[config.mk]
export PLATFORM = sky130hd
export DESIGN_NAME = dfd_front_flat
export DESIGN_NICKNAME = d
export VERILOG_FILES = /design/src/sv/dfd_pkg.sv /design/src/sv/dfd_if.sv /design/src/sv/dfd_front.sv /design/src/flat_wrapper.sv
export SDC_FILE = /design/constraint.sdc
export NUM_CORES = 1
export LEC_CHECK = 0
export ABC_AREA = 1
export BUFFER_PORTS_ARGS = -buffer_cell sky130_fd_sc_hd__buf_2
export CORE_MARGIN = 4
export CORE_UTILIZATION = 46
export CTS_CLUSTER_DIAMETER = 200
export DETAILED_ROUTE_END_ITERATION = 7
export PLACE_DENSITY = 0.77
export SLEW_MARGIN = 20
export SYNTH_ARGS = -nofsm -noshare
export SYNTH_HDL_FRONTEND = slang
export SYNTH_SLANG_ARGS = --single-unit
[constraint.sdc]
create_clock -name clk_i -period 5.5 [get_ports clk_i]
set_input_delay 0.275 -clock clk_i [delete_from_list [all_inputs] [get_ports clk_i]]
set_output_delay 0.275 -clock clk_i [all_outputs]
set_load 0.05 [all_outputs]
[src/sv/dfd_pkg.sv]
`timescale 1ns / 1ps
`default_nettype none
package dfd_pkg;

  localparam int CFG_IDX_W  = 2;
  localparam int CFG_DATA_W = 16;

  localparam logic [CFG_IDX_W-1:0] REG_BUFFER_LENGTH = 2'd0;
  localparam logic [CFG_IDX_W-1:0] REG_DELAY_SAMPLES = 2'd1;
  localparam logic [CFG_IDX_W-1:0] REG_READ_MODE     = 2'd2;

  localparam logic [15:0] LEN_RESET = 16'd32768;
  localparam logic [15:0] DLY_RESET = 16'd32767;

  localparam int MOD_BITS      = 24;
  localparam int MOD_FRAC_BITS = 8;
  localparam int GLIDE_COEF    = 429497;
  localparam int GLIDE_SHIFT   = 32;
  localparam int COEF_BITS     = 20;

  typedef enum logic [1:0] {
    MODE_GLIDE     = 2'd0,
    MODE_GLIDE_MOD = 2'd1,
    MODE_TAP       = 2'd2,
    MODE_CHORUS    = 2'd3
  } mode_e;

  typedef struct packed {
    logic [15:0] buffer_length;
    logic [15:0] delay_samples;
    mode_e       read_mode;
  } cfg_t;

  typedef enum logic {
    DIV_MOD,
    DIV_QUO
  } div_op_e;

  typedef struct packed {
    logic    start;
    div_op_e op;
  } div_ctl_t;

  typedef enum logic [4:0] {
    ST_CLEAR, ST_IDLE, ST_WP, ST_WP_W, ST_HD, ST_HD_W, ST_WRITE, ST_MOD, ST_MOD_W,
    ST_RD_A, ST_RD_B, ST_MUL, ST_SUM, ST_GDIV, ST_GDIV_W, ST_GMUL, ST_GSH, ST_GADD,
    ST_CH, ST_HEAD_W, ST_TAP_RD, ST_TAP_W, ST_DONE
  } back_state_e;

endpackage
`default_nettype wire

[src/sv/dfd_if.sv]
`timescale 1ns / 1ps
`default_nettype none
interface dfd_in_if #(parameter int SAMPLE_BITS = 24) ();
  logic                                 valid;
  logic                                 ready;
  logic signed [SAMPLE_BITS-1:0]        sample_in;
  logic signed [dfd_pkg::MOD_BITS-1:0]  modulation;
  logic                                 snap;

  modport source (output valid, output sample_in, output modulation, output snap, input ready);
  modport sink (input valid, input sample_in, input modulation, input snap, output ready);
endinterface

`default_nettype wire

[src/sv/dfd_front.sv]
`timescale 1ns / 1ps
`default_nettype none
// two entry input queue
module dfd_front #(
  parameter int SAMPLE_BITS = 24
) (
  input  wire logic                                clk_i,
  input  wire logic                                rst_ni,
  dfd_in_if.sink                                   in_i,
  output      logic                                valid_o,
  input  wire logic                                pop_i,
  output      logic signed [SAMPLE_BITS-1:0]       sample_o,
  output      logic signed [dfd_pkg::MOD_BITS-1:0] mod_o,
  output      logic                                snap_o
);
  localparam int IW = SAMPLE_BITS + dfd_pkg::MOD_BITS + 1;

  logic [IW-1:0] ent_q [2];
  logic          wr_q, wr_d, rd_q, rd_d;
  logic [1:0]    cnt_q, cnt_d;
  logic          push, pop;
  logic [IW-1:0] head;

  assign in_i.ready = (cnt_q != 2'd2);
  assign push       = in_i.valid && in_i.ready;
  assign pop        = pop_i && (cnt_q != 2'd0);
  assign valid_o    = (cnt_q != 2'd0);
  assign head       = ent_q[rd_q];
  assign sample_o   = $signed(head[IW-1 -: SAMPLE_BITS]);
  assign mod_o      = $signed(head[dfd_pkg::MOD_BITS:1]);
  assign snap_o     = head[0];

  always_comb begin
    wr_d  = push ? !wr_q : wr_q;
    rd_d  = pop ? !rd_q : rd_q;
    cnt_d = cnt_q + {1'b0, push} - {1'b0, pop};
  end

  always_ff @(posedge clk_i or negedge rst_ni) begin
    if (!rst_ni) begin
      wr_q  <= 1'b0;
      rd_q  <= 1'b0;
      cnt_q <= 2'd0;
    end else begin
      wr_q  <= wr_d;
      rd_q  <= rd_d;
      cnt_q <= cnt_d;
    end
  end

  always_ff @(posedge clk_i) begin
    if (push) begin
      ent_q[wr_q] <= {in_i.sample_in, in_i.modulation, in_i.snap};
    end
  end
endmodule
`default_nettype wire

[src/flat_wrapper.sv]
// flat-port wrapper written by rule: the top's interface ports become plain ports
module dfd_front_flat 
#(
  parameter int SAMPLE_BITS = 24
)
  (clk_i, rst_ni, valid_o, pop_i, sample_o, mod_o, snap_o, in_i_valid, in_i_sample_in, in_i_modulation, in_i_snap, in_i_ready);
  dfd_in_if #(.SAMPLE_BITS(SAMPLE_BITS)) in_i_i ();
  input  wire logic clk_i;
  input  wire logic rst_ni;
  output      logic valid_o;
  input  wire logic pop_i;
  output      logic signed [SAMPLE_BITS-1:0] sample_o;
  output      logic signed [dfd_pkg::MOD_BITS-1:0] mod_o;
  output      logic snap_o;
  input wire logic [$bits(in_i_i.valid)-1:0] in_i_valid;
  input wire logic [$bits(in_i_i.sample_in)-1:0] in_i_sample_in;
  input wire logic [$bits(in_i_i.modulation)-1:0] in_i_modulation;
  input wire logic [$bits(in_i_i.snap)-1:0] in_i_snap;
  output wire logic [$bits(in_i_i.ready)-1:0] in_i_ready;
  assign in_i_i.valid = in_i_valid;
  assign in_i_i.sample_in = in_i_sample_in;
  assign in_i_i.modulation = in_i_modulation;
  assign in_i_i.snap = in_i_snap;
  assign in_i_ready = in_i_i.ready;
  dfd_front #(.SAMPLE_BITS(SAMPLE_BITS)) u_core (.clk_i(clk_i), .rst_ni(rst_ni), .in_i(in_i_i), .valid_o(valid_o), .pop_i(pop_i), .sample_o(sample_o), .mod_o(mod_o), .snap_o(snap_o));
endmodule
* Word-level counts from Yosys, hierarchy flattened
Memory sizes are Yosys's and may differ from the RTL's.
Index checks and enable logic that the tools add are counted.
** Operators by class
- Add/subtract/negate cells :: 2
- Eq/ne operators :: 1
- Mux-type cells :: 2
- Reductions and logical operators :: 5
** Operator list (number)
- 2-bit by 1-bit adder with 2-bit output :: 1
- 1-bit logical AND :: 2
- 1-bit zero test :: 2
- 1-bit two-way mux :: 2
- 2-bit inequality test, second input constant :: 1
- 2-bit nonzero test :: 1
- 2-bit by 1-bit subtractor with 2-bit output :: 1
** Storage, ports and cells
- Bits in registers :: 4
- RAM bits :: 98
- Input port bits :: 53
- Output and inout port bits :: 51
- Memories :: 1
** Memories
- u_core.ent_q :: depth 2, width 49, read ports 1, clocked after Yosys merged registers in 0, write ports 1, RTL line dfd_front.sv:18 : logic [IW-1:0] ent_q [2];

* Logic depth before layout (Yosys ltp)
Gate-level depths: netlist of the first run.
- Depth after elaboration :: 4
- Depth in mapped cells :: 10

* Least setup slack after synthesis of the first run
OpenSTA, ideal clock, no wires.
- Path kind :: reg-to-reg
- Start point :: register u_core.cnt_q[1]
- End point :: memory u_core.ent_q[1][0] (netlist bit), enable pin
- Setup time :: 0.456 ns
- Arrival time :: 2.997 ns
- Slack :: 2.047 ns
- Cell stages (with the launch flop) :: 4
- Path buffers :: 0
- Period minus slack after synthesis :: 3.453 ns
- Path through :: dfrtp_1 > nand2_1 > nand2_1 > nor2_1
** Between the ends
- Word-level cells in the longest chain between the ends :: 4
** RTL lines
- start: declaration :: RTL line dfd_front.sv:20 : logic [1:0] cnt_q, cnt_d;
- start signal: assignment :: RTL line dfd_front.sv:47 : cnt_q <= cnt_d;
- 2-bit inequality test :: RTL line dfd_front.sv:24 : assign in_i.ready = (cnt_q != 2'd2);
- named net in_i_ready :: RTL line flat_wrapper.sv:19 : output wire logic [$bits(in_i_i.ready)-1:0] in_i_ready;
- 1-bit logical AND :: RTL line dfd_front.sv:25 : assign push = in_i.valid && in_i.ready;
- 1-bit two-way mux :: RTL line dfd_front.sv:52 : if (push) begin
- 1-bit two-way mux (implied by the code) :: RTL line dfd_front.sv:53 : ent_q[wr_q] <= {in_i.sample_in, in_i.modulation, in_i.snap};
- end: declaration :: RTL line dfd_front.sv:18
The timed path passes the listed nets, and every way through them passes these cells.

* Worst setup path in the final report of the first run
- Start point :: register u_core.rd_q
- End point :: output port mod_o[0] (netlist bit)
** Between the ends
- Word-level cells in the longest chain between the ends :: 1
** RTL lines
- start: declaration :: RTL line dfd_front.sv:19 : logic wr_q, wr_d, rd_q, rd_d;
- start signal: assignment :: RTL line dfd_front.sv:46 : rd_q <= rd_d;
- memory 2 x 49 bit
- end: declaration :: RTL line flat_wrapper.sv:13 : output logic signed [dfd_pkg::MOD_BITS-1:0] mod_o;
No other way between the ends.

==> summary by stage, run 1 <==
Final layout
The count of inserted antenna diode cells is 0. In the layout the commonest cells are sky130_fd_sc_hd__nand2_1 (160), sky130_fd_sc_hd__buf_2 (103), sky130_fd_sc_hd__edfxtp_1 (98). The share of post-route cells with drive strength above 1 is 30.83%. The number of nets in the layout is 449.

The count of filler cells inserted in the layout is 681. The final core utilization is 56.09%. The relative area change from synthesis to final layout is 19.23%. Summing all non-filler instances in the final layout gives an area of 4586 sq um. The library cell used most frequently in the layout, excluding fill and tap cells, is sky130_fd_sc_hd__nand2_1.

Clock network
The maximum level of the CTS H-tree is 3. The clock-pin slew reported for the worst setup and hold paths after clock tree synthesis is 0.10 ns. The clock insertion delay at the later pin of the skew report is 0.35 ns. In this run, CTS created clock tree buffers numbering 9. The post-CTS setup repair buffer count is 0. The tree built by TritonCTS fans out to 102 sinks. The clock tree root driver cell is sky130_fd_sc_hd__clkbuf_8. TritonCTS built the clock tree. The clock passes through at most 2 buffers.

Yosys
The share of the yosys chip area belonging to registers is 79.12%. The total nets after synthesis is 344. The average instance area after synthesis is 13.31 sq um.

The cell type with the largest total area after synthesis is sky130_fd_sc_hd__edfxtp_1. The cell area after synthesis is 3846 sq um. Counting every instance in the synthesized netlist gives 289. The synthesized design devotes to its leading area cell type 76.51% of total area. The synthesized design contains 102 register bits. Synthesis instantiated 12 different standard cells from the library. By area the synthesized netlist is led by sky130_fd_sc_hd__edfxtp_1 (77%), sky130_fd_sc_hd__nand2_1 (16%), sky130_fd_sc_hd__dfrtp_1 (2.6%). The number of warning messages in the yosys log is 0.

Route
The first detailed-routing pass ran for 4 iterations. The uppermost layer routed is met4. The via count is 2320. The met2 wire length is 3320 um.

The per-cell via count in the routed design is 4.603. The first-iteration detailed-routing DRC count is 68. The detail route stage leaves a number of antenna-violating nets equal to 0.

In the detailed route, the total length drawn on met3 is 525 um. For this block, wires on met1 add up to 2661 um. The routed design has 6631 um of wire.

The remaining routing DRC violations is 0. Dividing the detail-routed wire length by the instance count gives 13.16 um.

Setup path
The count of buffer and inverter cells on the critical path is 2. The critical path goes through inv_8 -> nand2_1 -> nand2_1 -> buf_2. In this run the critical register-to-register path is captured at u_core.ent_q[0][35]$_DFFE_PP_. The nature of the critical path endpoint is a primary output. The slowest stage of the critical path is the sky130_fd_sc_hd__dfrtp_2 cell. In this run the worst setup path terminates at mod_o[0].

The dominant cell type by count on the critical path is sky130_fd_sc_hd__nand2_1. For flop-to-flop paths, the worst setup slack is 3.64 ns. The origin of the critical flop-to-flop path is u_core.cnt_q[0]$_DFF_PN0_. STA classifies the critical path startpoint as a flop.

The critical path in this run is classified as flop to primary output. The critical path data arrival time is 2.12 ns. The kind of cell with the highest combined delay along the critical path is flip-flops. The total number of cells along the worst setup path is 4. In this run the worst path has a maximum fanout of 51.

For the worst flop-to-flop path, the logic depth is 4. The largest single stage delay on the critical path is 1.03 ns. The required time of the critical path is 5.22 ns. Tracing the worst setup path back leads to its startpoint at u_core.rd_q$_DFFE_PN0P_.

Floorplanning
The die area is 9888 sq um. The initial standard-cell utilization of the core is 47.05%. From bottom edge to top edge, the die measures 99.44 um. The floorplan step set the die width to 99.44 um. The area of the core region is 8175 sq um. The number of ports placed on the die boundary is 104. The count of standard-cell rows is 33.

STA
Setup violations remaining at the end of the flow were counted as 0. The maximum achievable frequency is 417.7 MHz. The worst pin sits at a relative slew slack of 34.30%. The period utilization is 43.53%. The number of pins with negative max-slew slack in the final report is 0. For the pin with the worst max-slew slack, the measured transition is 0.9855 ns. Setup repair after global routing left no endpoint under its margin. The count of endpoints failing hold in the final timing report is 0. The final total negative setup slack is 0 ns. The worst clock skew is 0.01311 ns.

The smallest clock period supported by the final layout is computed as 2.394 ns.

Place
The routability congestion estimate is 0.7145. The placement-stage cell area is 4400 sq um. During placement, the flow inserted port buffers numbering 103. Detailed placement finished with a half-perimeter wire length of 4242 um.

GRT
The overall global routing resource usage is 13.85%. The sum of overflow across all layers after global routing is 0. The maximum number of pins on one net before global-route repair is 52. The first global-routing pass estimated 10550 um of wire.

The number of antenna violations at the first check in global routing is 0. The number of global-route vias before repair came to 2281.

Run status
The flow ran to the end, and the final reports show no timing, DRC or antenna violations.

Flow run
The number of maximum-capacitance violations is 0.

Hold path
The path type of the worst min-delay path is input port to flop.
-- cell families (layout without fill, tap and decap cells) --
group	Yosys count	count (layout)	synth area share, %
fa+ha+maj	2	2	0.6505
buf+inv	21	131	4.001
flops	102	102	79.12
simple gates	164	164	16.23
-- per-stage QoR --
stage | cells | hold slack, ns | setup WS [ns]
final | 504 | 0.1042 | 3.106
after detailed placement | 487 | 0.08885 | 3.465
after global placement | 487 | 0.08538 | 3.500
after global routing | 504 | 0.07837 | 2.968
after floorplan | 289 | -0.02059 | 2.047
after CTS | 504 | 0.08524 | 3.065
-- registers in the layout (all words and copies together) (netlist names) --
name and flops:
u_core.cnt_q 2, u_core.ent_q 98, u_core.rd_q 1, u_core.wr_q 1
-- cell usage after synthesis --
master and instances:
sky130_fd_sc_hd__nor2_1 1, sky130_fd_sc_hd__edfxtp_1 98, sky130_fd_sc_hd__nand3_1 2, sky130_fd_sc_hd__buf_8 1, sky130_fd_sc_hd__buf_6 5, sky130_fd_sc_hd__nand3_2 1
sky130_fd_sc_hd__buf_4 5, sky130_fd_sc_hd__ha_1 2, sky130_fd_sc_hd__dfrtp_1 4, sky130_fd_sc_hd__inv_1 9, sky130_fd_sc_hd__inv_8 1, sky130_fd_sc_hd__nand2_1 160
-- worst min-delay path by stage --
stage                       startpoint                       endpoint  slack [ns]  cells past startpoint
finish              in_i_sample_in[21]  u_core.ent_q[0][46]$_DFFE_PP_        0.10                      1
floorplan                       rst_ni      u_core.cnt_q[0]$_DFF_PN0_       -0.02                      0
global route        in_i_modulation[2]   u_core.ent_q[0][3]$_DFFE_PP_        0.08                      1
detailed placement              rst_ni        u_core.wr_q$_DFFE_PN0P_        0.09                      1
CTS                 in_i_sample_in[21]  u_core.ent_q[0][46]$_DFFE_PP_        0.09                      1
global placement                rst_ni        u_core.wr_q$_DFFE_PN0P_        0.09                      1
-- per-layer routing --
metal | up-vias | global-route usage, %
li1 | 1172 | -
met1 | 1063 | 16.35
met2 | 74 | 23.66
met3 | 11 | 3.576
met4 | 0 | 6.618
met5 | - | 0
-- worst register-to-register path, stage by stage (launching register included) --
cell	delay, ns
sky130_fd_sc_hd__dfrtp_1	0.37
sky130_fd_sc_hd__inv_1	0.08
sky130_fd_sc_hd__nand2_1	0.10
sky130_fd_sc_hd__nand3_1	0.12
sky130_fd_sc_hd__clkinv_2	0.64
-- cell type report --
class / count / area [sq um] / area share (%)
inverters: 10 / 46.29 / 1.010
clock buffers: 10 / 127.6 / 2.783
well taps: 105 / 131.4 / 2.865
flip-flops and latches: 102 / 3044 / 66.38
clock inverters: 6 / 46.29 / 1.010
multi-input cells: 166 / 656.9 / 14.32
repair buffers: 105 / 533.0 / 11.62
-- what timing repair did --
| item | in CTS | in global routing |
|---|---|---|
| gates resized for setup | 0 | 0 |
| hold buffers | 1 | 0 |
| hold endpoints to repair | 4 | 0 |
| endpoints found under the setup margin | 0 | 0 |
Power of run 1 is left out: the tool's default activity adds up to more than one toggle a clock period on the data nets, which glitch-free logic cannot reach.
==> run 2: changes to the inputs <==
Settings changed: ABC_AREA 1 to 0, PLACE_DENSITY 0.77 to 0.8.
Clock period 5.5 ns to 1.9 ns, I/O delays scaled along.
==> summary by stage, run 2 <==
Power and ir drop
The analysis attributes to cell leakage a power of 2.163 nW. The worst-case IR drop observed on VDD is 0.7672 mV. Power spread over the standard cell area amounts to 1626 nW/um^2.

Setup path
The critical path data arrival time is 1.60 ns (-0.52 ns). The cell family contributing the most delay on the critical path is flip-flops. The longest individual stage delay on the worst path is 0.51 ns (-0.52 ns). The slowest stage of the critical path is the sky130_fd_sc_hd__dfrtp_4 cell. The critical-path maximum fanout is 26 (-49%).

Traced cell by cell, the critical path runs through buf_12 -> mux2_4 -> buf_2. The worst setup path is launched from a flop. The critical path is of the flop to primary output type. The count of buffer and inverter cells on the critical path came to 2 (unchanged).

The required time of the critical path is 1.80 ns (-3.42 ns). The nature of the critical path endpoint is a primary output.

GRT
The sum of overflow across all layers after global routing is 0 (unchanged). The number of global-route vias before repair is 2284 (+0.13%). The number of antenna violations at the first check in global routing is 0 (unchanged). The global-route wire length before repair is 10920 um (+3.5%). The maximum number of pins on one net before global-route repair is 50 (-3.8%). The overall global routing resource usage is 14.42% (+0.57 points).

Floorplanning
The number of ports placed on the die boundary came to 104 (unchanged). The die area was 10240 sq um (+3.6%). The die outline width is 101.2 um (+1.8%).

The area of the core region is 8341 sq um (+2.0%). The height of the die is 101.2 um (+1.8%). The initial standard-cell utilization of the core is 47.91% (+0.87 points). The count of standard-cell rows was 33 (unchanged).

Yosys
In the post-synthesis netlist, the biggest area contributors are sky130_fd_sc_hd__edfxtp_1 (74%), sky130_fd_sc_hd__mux2_4 (18%), sky130_fd_sc_hd__buf_12 (2.5%). The total nets after synthesis is 227 (-34%). The share of async-settable or async-resettable flops after synthesis is 3.922% (unchanged). The number of distinct standard cells referenced by the synthesized netlist is 15 (+3). The number of synthesized flops with an enable pin is 98 (unchanged). sky130_fd_sc_hd__edfxtp_1 takes more of the synthesized area than any other cell.

The average instance area after synthesis is 23.23 sq um (+75%). The flip-flop and latch count after synthesis is 102 (unchanged). The most used standard cell by instance count after synthesis is sky130_fd_sc_hd__edfxtp_1.

The most frequently used flop master after synthesis is sky130_fd_sc_hd__edfxtp_1. The cell area after synthesis was 3996 sq um (+3.9%). The fraction of post-synthesis cell area in the top cell type by area is 73.64% (-2.9 points). The number of warning messages in the yosys log is 0 (unchanged). The number of instances in the synthesized netlist was 172 (-40%).

The share of the yosys chip area belonging to registers is 76.14% (-3.0 points). In the synthesized netlist, the cells that appear most often are sky130_fd_sc_hd__edfxtp_1 (98), sky130_fd_sc_hd__mux2_4 (49), sky130_fd_sc_hd__buf_12 (5), sky130_fd_sc_hd__dfrtp_1 (4).

Final layout
The count of placed standard cells in the final layout, fillers left out is 445 (-12%). The cell area after layout was 5303 sq um (+16%). The library cell used most frequently in the layout, excluding fill and tap cells, is sky130_fd_sc_hd__buf_2. The largest registers in the layout are u_core.ent_q (98), u_core.cnt_q (2). The share of post-route cells with drive strength above 1 is 52.35% (+22 points).

In the layout the commonest cells are sky130_fd_sc_hd__buf_2 (103), sky130_fd_sc_hd__edfxtp_1 (98), sky130_fd_sc_hd__dlygate4sd3_1 (50). The number of nets in the layout was 390 (-13%). The relative area change from synthesis to final layout is 32.69%. The flip-flop count of the largest register after layout is 98 (unchanged).

Ranked by flip-flop count, first place goes to u_core.ent_q. The count of inserted antenna diode cells is 0 (unchanged). The count of filler cells inserted in the layout is 598 (-12%).

Flow run
The number of maximum-capacitance violations is 0 (unchanged).

Clock network
The maximum clock path buffer count is 2 (unchanged). The CTS tree is yes. The tree is rooted in a sky130_fd_sc_hd__clkbuf_8. The maximum level of the CTS H-tree is 3 (unchanged). The clock-pin slew reported for the worst setup and hold paths after clock tree synthesis came to 0.09 ns (about the same). The clock insertion delay at the later pin of the skew report is 0.35 ns (about the same).

The post-CTS setup repair buffer count is 0 (unchanged). The count of clock tree sinks is 102 (unchanged). The total clock buffers created by CTS was 9 (unchanged).

STA
Of the available clock period, the critical path in the final layout requires 89.25%. The minimum clock period is 1.696 ns. The worst hold margin is 0.03985 ns (-0.06440 ns). The normalized max-slew margin is 77.58% (+43 points). The count of final setup violators is 0 (unchanged). The slew of the pin with the lowest slew margin came to 0.3363 ns (-0.6492 ns). Derived from the worst setup path, the maximum achievable clock frequency is 589.7 MHz. Setup repair after global routing left no endpoint under its margin. The count of endpoints failing hold in the final timing report was 0 (unchanged). The number of pins with negative max-slew slack in the final report is 0 (unchanged).

The worst clock skew is 0.009458 ns (-0.003651 ns).

Place
The post-detailed-placement half-perimeter wirelength is 4205 um (-0.88%). The instance count after placement with tap cells included is 379 (-22%). The routability congestion estimate is 0.6971 (-2.4%). The count of port buffers added during placement is 103 (unchanged).

The placement-stage cell area is 4629 sq um (+5.2%).

Route
The per-cell via count in the routed design is 4.658 (+1.2%). The remaining routing DRC violations is 0 (unchanged). The number of nets still failing antenna checks after routing was 0 (unchanged). The first-iteration detailed-routing DRC count is 53 (-22%). The average wire length per cell after detail routing is 15.75 um (+20%). The via count was 2073 (-11%). The total wire length after detailed routing is 7008 um (+5.7%). The number of search-and-repair iterations in the first detailed-routing pass is 4 (unchanged).

Hold path
The path class of the tightest hold or removal check is input port to flop.

Run status
The flow ran to the end, and the final reports show no timing, DRC or antenna violations.
==> run 2: per-stage QoR <==
stage | power, W | utilization [%] | setup WS, ns | setup TNS, ns
floorplan | 0.006802 | - | -0.008919 | -0.008919
global placement | 0.007370 | 55.51 | 0.2597 | 0
detailed placement | 0.007435 | 55.51 | 0.2250 | 0
CTS | 0.008730 | 63.58 | 0.1826 | 0
global route | 0.009041 | 63.58 | 0.1073 | 0
finish | 0.008622 | 63.58 | 0.2043 | 0
==> run 2: worst paths after layout <==
check,startpoint,endpoint,slack [ns],depth (start not counted)
worst max-delay path,u_core.rd_q$_DFFE_PN0P_,mod_o[5],0.20,3
worst min-delay path,pop_i,u_core.rd_q$_DFFE_PN0P_,0.04,3
worst max register to register,u_core.cnt_q[1]$_DFF_PN0_,u_core.cnt_q[1]$_DFF_PN0_,0.21,7
max in group asynchronous,rst_ni,u_core.rd_q$_DFFE_PN0P_,1.69,2
worst min register to register,u_core.cnt_q[1]$_DFF_PN0_,u_core.cnt_q[1]$_DFF_PN0_,0.56,1
min in group asynchronous,rst_ni,u_core.wr_q$_DFFE_PN0P_,0.08,2
==> run 2: what timing repair did <==
item / in CTS / in global routing
hold buffers: 50 / 0
gates resized for setup: 0 / 0
endpoints found under the hold margin: 102 / 0
==> run 2: logic make-up (layout without fill, tap and decap cells) <==
kind of cell	after synthesis	in the layout	share of synthesized area, %
xor+xnor	4	4	0.8768
simple gates	6	6	0.8768
mux	49	49	18.41
fa+ha+maj	2	2	0.6261
buf+inv	9	177	3.068
flops	102	102	76.14
==> run 2: cell type report <==
| type | instances | area [sq um] | share of cell area, % |
|---|---|---|---|
| Sequential cell | 102 | 3047 | 57.46 |
| Timing Repair Buffer | 158 | 1091 | 20.58 |
| Multi-Input combinational cell | 61 | 849.6 | 16.02 |
| Tap cell | 105 | 131.4 | 2.478 |
| Clock buffer | 9 | 123.9 | 2.336 |
| Clock inverter | 7 | 48.80 | 0.9202 |
| Inverter | 3 | 11.26 | 0.2124 |
==> run 2: report_power, final <==
| group | switching (W) | total [W] | internal (W) |
|---|---|---|---|
| sequential | 0.000165 | 0.00325 | 0.00308 |
| combinational | 0.00273 | 0.00417 | 0.00143 |
| clock | 0.000728 | 0.00121 | 0.000481 |
==> run 2: tightest hold or removal path, stage by stage <==
cell and delay, ns:
sky130_fd_sc_hd__buf_2 0.07, sky130_fd_sc_hd__and2_4 0.13, sky130_fd_sc_hd__xor2_1 0.05
==> run 2: routing by layer <==
metal	part of all wire (%)	vias to the layer above	GRT usage, %
met4	1.1	0	4.601
met5	0	-	0
met2	55	66	27.41
met1	38	1008	14.70
li1	-	991	-
met3	6.4	8	4.890
(Power assumes the default switching activity.)
